$ cat src/rtl/core/fmpd_pkg.sv
// Package for the FM phase discriminator.
// Holds the CORDIC datapath width, the stage control struct and the arctangent table.
// No dependencies.
`default_nettype none

package fmpd_pkg;

  localparam int DATA_W = 32;
  localparam int FRAC_BITS = 20;
  localparam int SAMPLE_W = 8;
  localparam int DELTA_W = 16;
  localparam int TABLE_LEN = 24;
  localparam int PHASE_BITS_DEFAULT = 16;
  localparam int CORDIC_STAGES_DEFAULT = 16;
  localparam logic [SAMPLE_W-1:0] DC_OFFSET_RESET = 8'd128;

  typedef struct packed {
    logic valid;
    logic start;
    logic zero;
  } stage_ctrl_t;

  // atan(2^-k) as a fraction of a full turn, 32 fractional bits
  localparam logic [31:0] ATAN_TURN32 [TABLE_LEN] = '{
    32'h20000000, 32'h12E4051E, 32'h09FB385B, 32'h051111D4,
    32'h028B0D43, 32'h0145D7E1, 32'h00A2F61E, 32'h00517C55,
    32'h0028BE53, 32'h00145F2F, 32'h000A2F98, 32'h000517CC,
    32'h00028BE6, 32'h000145F3, 32'h0000A2FA, 32'h0000517D,
    32'h000028BE, 32'h0000145F, 32'h00000A30, 32'h00000518,
    32'h0000028C, 32'h00000146, 32'h000000A3, 32'h00000051
  };

  // table entry rounded half up to pb bits of a turn
  function automatic logic [31:0] atan_entry(input int k, input int pb);
    int s;
    logic [32:0] e;
    s = 32 - pb;
    e = {1'b0, ATAN_TURN32[k]} + (33'd1 << (s - 1));
    return 32'(e >> s);
  endfunction

endpackage

`default_nettype wire

$ cat src/rtl/core/fm_phase_discriminator.sv
// FM phase discriminator top level: front stage, CORDIC cell chain, difference stage.
// Depends on fmpd_pkg, fmpd_front, fmpd_cordic_cell, fmpd_diff.
//
// Usage:
//   Sample channel (sample_valid / sample_stall) carries one raw I/Q byte pair per
//   beat plus block_start. Result channel (delta_valid / delta_stall) carries the
//   signed 16-bit phase change since the previous pair, pi = 32768. A pair marked
//   block_start, and the first pair after reset, only stores its angle.
//   The dc_offset register is written on the dc_valid / dc_ready channel; dc_ready
//   is always high. Write it only while the pipeline is empty.
//   The pipeline has one front register, one register per CORDIC cell and one
//   output register. Throughput is one pair per cycle while the output is not stalled.
//   The whole pipeline moves on a single enable; when the output register holds
//   a result and delta_stall is high, every stage holds and sample_stall is high.
//   Reset (synchronous) empties the pipeline, clears the stored angle and sets
//   dc_offset to 128.
`default_nettype none

module fm_phase_discriminator
  import fmpd_pkg::*;
#(
  parameter int PHASE_BITS = PHASE_BITS_DEFAULT,
  parameter int CORDIC_STAGES = CORDIC_STAGES_DEFAULT
) (
  input  wire logic                      clk,
  input  wire logic                      rst,
  input  wire logic                      dc_valid,
  output logic                           dc_ready,
  input  wire logic [SAMPLE_W-1:0]       dc_offset,
  input  wire logic                      sample_valid,
  output logic                           sample_stall,
  input  wire logic [SAMPLE_W-1:0]       i_sample,
  input  wire logic [SAMPLE_W-1:0]       q_sample,
  input  wire logic                      block_start,
  output logic                           delta_valid,
  input  wire logic                      delta_stall,
  output logic signed [DELTA_W-1:0]      phase_delta
);

  logic en;
  stage_ctrl_t              ctrl [CORDIC_STAGES+1];
  logic signed [DATA_W-1:0] x    [CORDIC_STAGES+1];
  logic signed [DATA_W-1:0] y    [CORDIC_STAGES+1];
  logic [PHASE_BITS-1:0]    z    [CORDIC_STAGES+1];

  assign en = !(delta_valid && delta_stall);
  assign sample_stall = !en;
  assign dc_ready = 1'b1;

  fmpd_front #(
    .PHASE_BITS(PHASE_BITS)
  ) u_front (
    .clk        (clk),
    .rst        (rst),
    .en         (en),
    .dc_write   (dc_valid && dc_ready),
    .dc_data    (dc_offset),
    .beat       (sample_valid && en),
    .i_sample   (i_sample),
    .q_sample   (q_sample),
    .block_start(block_start),
    .ctrl       (ctrl[0]),
    .x          (x[0]),
    .y          (y[0]),
    .z          (z[0])
  );

  for (genvar k = 0; k < CORDIC_STAGES; k++) begin : g_cell
    fmpd_cordic_cell #(
      .PHASE_BITS(PHASE_BITS),
      .STAGE     (k)
    ) u_cell (
      .clk    (clk),
      .rst    (rst),
      .en     (en),
      .ctrl_in(ctrl[k]),
      .x_in   (x[k]),
      .y_in   (y[k]),
      .z_in   (z[k]),
      .ctrl   (ctrl[k+1]),
      .x      (x[k+1]),
      .y      (y[k+1]),
      .z      (z[k+1])
    );
  end

  fmpd_diff #(
    .PHASE_BITS(PHASE_BITS)
  ) u_diff (
    .clk        (clk),
    .rst        (rst),
    .en         (en),
    .ctrl_in    (ctrl[CORDIC_STAGES]),
    .z_in       (z[CORDIC_STAGES]),
    .delta_valid(delta_valid),
    .phase_delta(phase_delta)
  );

endmodule

`default_nettype wire

$ cat src/rtl/core/fmpd_front.sv
// Input stage: DC offset register, centering and half-plane pre-rotation.
// Depends on fmpd_pkg.
`default_nettype none

module fmpd_front
  import fmpd_pkg::*;
#(
  parameter int PHASE_BITS = PHASE_BITS_DEFAULT
) (
  input  wire logic                         clk,
  input  wire logic                         rst,
  input  wire logic                         en,
  input  wire logic                         dc_write,
  input  wire logic [SAMPLE_W-1:0]          dc_data,
  input  wire logic                         beat,
  input  wire logic [SAMPLE_W-1:0]          i_sample,
  input  wire logic [SAMPLE_W-1:0]          q_sample,
  input  wire logic                         block_start,
  output stage_ctrl_t                       ctrl,
  output logic signed [DATA_W-1:0]          x,
  output logic signed [DATA_W-1:0]          y,
  output logic        [PHASE_BITS-1:0]      z
);

  logic [SAMPLE_W-1:0] dc;
  logic signed [SAMPLE_W:0] ci;
  logic signed [SAMPLE_W:0] cq;
  logic signed [DATA_W-1:0] xs;
  logic signed [DATA_W-1:0] ys;
  logic left;

  always_ff @(posedge clk) begin
    if (rst) begin
      dc <= DC_OFFSET_RESET;
    end else if (dc_write) begin
      dc <= dc_data;
    end
  end

  always_comb begin
    ci = $signed({1'b0, i_sample}) - $signed({1'b0, dc});
    cq = $signed({1'b0, q_sample}) - $signed({1'b0, dc});
    xs = DATA_W'(cq) <<< FRAC_BITS;
    ys = DATA_W'(ci) <<< FRAC_BITS;
    left = cq[SAMPLE_W];
  end

  always_ff @(posedge clk) begin
    if (rst) begin
      ctrl <= '0;
    end else if (en) begin
      ctrl.valid <= beat;
      ctrl.start <= block_start;
      ctrl.zero  <= (ci == '0) && (cq == '0);
    end
  end

  always_ff @(posedge clk) begin
    if (en) begin
      x <= left ? -xs : xs;
      y <= left ? -ys : ys;
      z <= left ? {1'b1, {(PHASE_BITS-1){1'b0}}} : '0;
    end
  end

endmodule

`default_nettype wire

$ cat src/rtl/core/fmpd_cordic_cell.sv
// One vectoring CORDIC cell: a fixed shift, add/subtract and table angle.
// Depends on fmpd_pkg.
`default_nettype none

module fmpd_cordic_cell
  import fmpd_pkg::*;
#(
  parameter int PHASE_BITS = PHASE_BITS_DEFAULT,
  parameter int STAGE = 0
) (
  input  wire logic                         clk,
  input  wire logic                         rst,
  input  wire logic                         en,
  input  wire stage_ctrl_t                  ctrl_in,
  input  wire logic signed [DATA_W-1:0]     x_in,
  input  wire logic signed [DATA_W-1:0]     y_in,
  input  wire logic        [PHASE_BITS-1:0] z_in,
  output stage_ctrl_t                       ctrl,
  output logic signed [DATA_W-1:0]          x,
  output logic signed [DATA_W-1:0]          y,
  output logic        [PHASE_BITS-1:0]      z
);

  localparam logic [PHASE_BITS-1:0] ANGLE = PHASE_BITS'(atan_entry(STAGE, PHASE_BITS));

  logic signed [DATA_W-1:0] xs;
  logic signed [DATA_W-1:0] ys;
  logic y_neg;

  always_comb begin
    xs = x_in >>> STAGE;
    ys = y_in >>> STAGE;
    y_neg = y_in[DATA_W-1];
  end

  always_ff @(posedge clk) begin
    if (rst) begin
      ctrl <= '0;
    end else if (en) begin
      ctrl <= ctrl_in;
    end
  end

  always_ff @(posedge clk) begin
    if (en) begin
      x <= y_neg ? x_in - ys : x_in + ys;
      y <= y_neg ? y_in + xs : y_in - xs;
      z <= y_neg ? z_in - ANGLE : z_in + ANGLE;
    end
  end

endmodule

`default_nettype wire

$ cat src/rtl/core/fmpd_diff.sv
// Output stage: angle to 16 bits, difference from the previous angle, output register.
// Depends on fmpd_pkg.
`default_nettype none

module fmpd_diff
  import fmpd_pkg::*;
#(
  parameter int PHASE_BITS = PHASE_BITS_DEFAULT
) (
  input  wire logic                         clk,
  input  wire logic                         rst,
  input  wire logic                         en,
  input  wire stage_ctrl_t                  ctrl_in,
  input  wire logic        [PHASE_BITS-1:0] z_in,
  output logic                              delta_valid,
  output logic signed [DELTA_W-1:0]         phase_delta
);

  logic [DELTA_W-1:0] angle;
  logic [DELTA_W-1:0] ph;
  logic [DELTA_W-1:0] previous_phase;
  logic have_previous;

  if (PHASE_BITS >= DELTA_W) begin : g_trunc
    assign angle = z_in[PHASE_BITS-1 -: DELTA_W];
  end else begin : g_widen
    assign angle = DELTA_W'(z_in) << (DELTA_W - PHASE_BITS);
  end

  assign ph = ctrl_in.zero ? '0 : angle;

  always_ff @(posedge clk) begin
    if (rst) begin
      delta_valid <= 1'b0;
      have_previous <= 1'b0;
      previous_phase <= '0;
    end else if (en) begin
      delta_valid <= ctrl_in.valid && !ctrl_in.start && have_previous;
      if (ctrl_in.valid) begin
        have_previous <= 1'b1;
        previous_phase <= ph;
      end
    end
  end

  always_ff @(posedge clk) begin
    if (en) begin
      phase_delta <= $signed(ph - previous_phase);
    end
  end

endmodule

`default_nettype wire

$ cat config.mk
export PLATFORM = sky130hd
export DESIGN_NAME = fm_phase_discriminator
export DESIGN_NICKNAME = d
export VERILOG_FILES = /design/src/rtl/core/fmpd_pkg.sv /design/src/rtl/core/fm_phase_discriminator.sv /design/src/rtl/core/fmpd_front.sv /design/src/rtl/core/fmpd_cordic_cell.sv /design/src/rtl/core/fmpd_diff.sv
export SDC_FILE = /design/constraint.sdc
export NUM_CORES = 2
export LEC_CHECK = 0
export BUFFER_PORTS_ARGS = -buffer_cell sky130_fd_sc_hd__buf_2
export CAP_MARGIN = 25
export CORE_MARGIN = 2
export CORE_UTILIZATION = 65
export DETAILED_ROUTE_END_ITERATION = 16
export PLACE_DENSITY = 0.78
export SETUP_SLACK_MARGIN = 0.05
export SLEW_MARGIN = 15
export SYNTH_ARGS = -nofsm -noshare
export SYNTH_HDL_FRONTEND = slang
export SYNTH_SLANG_ARGS = --single-unit
$ cat constraint.sdc
create_clock -name clk -period 86.2 [get_ports clk]
set_input_delay 4.31 -clock clk [delete_from_list [all_inputs] [get_ports clk]]
set_output_delay 4.31 -clock clk [all_outputs]
set_load 0.03 [all_outputs]
==> results_dict.tcl <==
set metrics [dict create \
    worstReg2RegStart "u_diff.delta_valid$_SDFFE_PP0N_" \
    cts_buffers 106 \
    clkTransAtPathRegs_ps 60 \
    r2r_slack_ps 80240 \
    crit_fanout 53 \
    syn-cell-area_mm2 0.0786 \
    num_rows 127 \
    clkSinkCount 974 \
    synth-edff-count 898 \
    synthFlopType "edfxtp_1" \
    startpoint_type "input pin" \
    grt_max_degree 80 \
    holdPathEnd "g_cell[15].u_cell.z[7]$_DFFE_PN_" \
    ioPinCount 49 \
    coreArea_mm2 0.120 \
    overflow 0 \
    crit_start "delta_stall" \
    antenna_found_initial 8 \
    setup_viol 0 \
    grt_pass1_wl_mm 303 \
    ys_types 91 \
    worst_path_most_repeated_cell "buf_2" \
    end_kind "output pin" \
    h-tree-depth 3 \
    clock_latency_ps 740 \
    viasPerCell 6.21 \
    die_w_um 352 \
    vias 62100 \
    portBuffers 46 \
    fin_worst_skew_ps 32.9 \
    critPathRequiredTime_ps 81890 \
    track_usage 0.302 \
    status "finished, final reports clean" \
    drt-total-wl_mm 190 \
    num_antenna_cells 0 \
    crit_arrival_ps 5660 \
    area_growth_syn_to_layout_pct 7.01 \
    drc 0 \
    crit_slowest_cell "nand2_4" \
    tritoncts "done" \
    syn-instance-count 8258 \
    r2r_cells 7 \
    grt_pass1_vias 59300 \
    fillers 9140 \
    drive_above_1_share 0.0409 \
    holdPathStages 0 \
    timing.fmax_mhz 100 \
    initial_core_util 0.655 \
    fin_tns_setup_ps 0 \
    dieArea_mm2 0.124 \
    ys.warnings.count 0 \
    slew_headroom 0.299 \
    cts_resized 0 \
    max_slew.worst_pin.slew_ps 1040 \
    finalCritPeriodShare 0.116 \
    root_buffer "clkbuf_16" \
    hp-class "flop to flop" \
    synth-seq-cells 974 \
    timing.rr.end "g_cell[8].u_cell.y[5]$_DFFE_PN_" \
    crit_path_max_incr_delay_ps 490 \
    synth.avg_cell_area_um2 9.52 \
    die_h_um 352 \
    layout_commonest_cell "ha_1" \
    first_iter_violations 5448 \
    postCtsHoldBufs 0 \
    final_cell_mix "ha_1 (922), edfxtp_1 (898), a21oi_1 (802)" \
    final_antenna_net_count 0 \
    cts_setup_buffers 0 \
    firstDrtPassIters 8 \
    yosysSeqAreaShare 0.362 \
    clockBufferDepth 3 \
    slew_viol_final 0 \
    finalHoldViolCount 0 \
    drv_cap 0 \
    route.detailed.wl_per_inst_um 19.0 \
    path_cells "buf_2 > nand2_4 > clkinv_1 > buf_4 > buf_2" \
    nets 9286 \
    routabilityCongestion 0.959 \
    path_class "input pin to output pin" \
    layout_min_cycle_time_ps 9970 \
    min_from "g_cell[14].u_cell.z[7]$_DFFE_PN_" \
    hpwl_mm 147 \
    rsz0062_at_grt "no" \
    async_flop_share 0 \
]
==> cells in the mapped netlist (all sizes together), types with 136 or more instances <==
master,n,share of area
nand2,511,0.024
edfxtp,898,0.34
xnor2,727,0.081
o21ai,350,0.022
ha,922,0.15
nor3,239,0.015
inv,423,0.020
nor2,798,0.038
xor2,415,0.046
nor2b,136,0.011
a21o,323,0.031
a21oi,802,0.051
==> logic make-up after synthesis <==
family                     synth area share
buffers and inverters                0.0275
other                             0.0000955
adders and majority gates             0.155
muxes                               0.00759
AOI/OAI and AO/OA                     0.178
DFF                                   0.362
and+or+nand+nor                       0.143
xor gates and xnor gates              0.127
==> cell type report <==
type / count / area, um^2 / area share
multi-input cells: 6717 / 48000 / 0.571
flip-flops and latches: 974 / 28500 / 0.339
clock buffers: 118 / 2720 / 0.0323
well taps: 1612 / 2020 / 0.0240
inverters: 425 / 1600 / 0.0190
clock inverters: 80 / 847 / 0.0101
repair buffers: 79 / 473 / 0.00562
==> layer usage <==
metal,up-vias,share of wire,global-route usage
met5,-,0.00017,0
met1,29800,0.44,0.405
met3,337,0.060,0.0415
met4,6,0.026,0.0878
li1,30200,-,-
met2,1732,0.47,0.511
==> through the flow <==
| stage | setup WS (ps) | hold WS (ps) | util | cells | area (um^2) |
|---|---|---|---|---|---|
| after CTS | 76190 | 403 | 0.701 | 10000 | 84100 |
| after global placement | 76200 | 405 | 0.672 | 9805 | 80600 |
| final | 76230 | 402 | 0.701 | 10000 | 84100 |
| after floorplan | 55660 | 400 | - | 8261 | 78600 |
| after global routing | 76050 | 393 | 0.701 | 10000 | 84100 |
| after detailed placement | 76050 | 405 | 0.672 | 9806 | 80600 |
==> critical path: cells and delay by family <==
kind	cells	cell delay, ps
buffers and inverters	4	830
AND/OR/NAND/NOR	1	490
==> registers in the layout (all words and copies together), names as in the netlist, 3 cells and up <==
name / count
u_front.dc: 8
u_front.x: 12
g_cell.u_cell.z: 214
u_diff.phase_delta: 15
g_cell.u_cell.y: 331
u_diff.previous_phase: 15
g_cell.u_cell.ctrl: 48
u_front.ctrl: 3
g_cell.u_cell.x: 313
u_front.y: 12
==> how the worst max path moves through the flow <==
stage | to | slack, ps | depth (start not counted)
global placement | sample_stall | 76200 | 5
floorplan | g_cell[0].u_cell.x[21]$_DFFE_PN_ | 55660 | 3
CTS | sample_stall | 76190 | 5
global route | sample_stall | 76050 | 5
detailed placement | g_cell[8].u_cell.x[0]$_DFFE_PN_ | 76050 | 8
finish | sample_stall | 76230 | 5
Power is not shown: default switching activity piles up to over one toggle a cycle in this logic, so the estimate is an artifact.
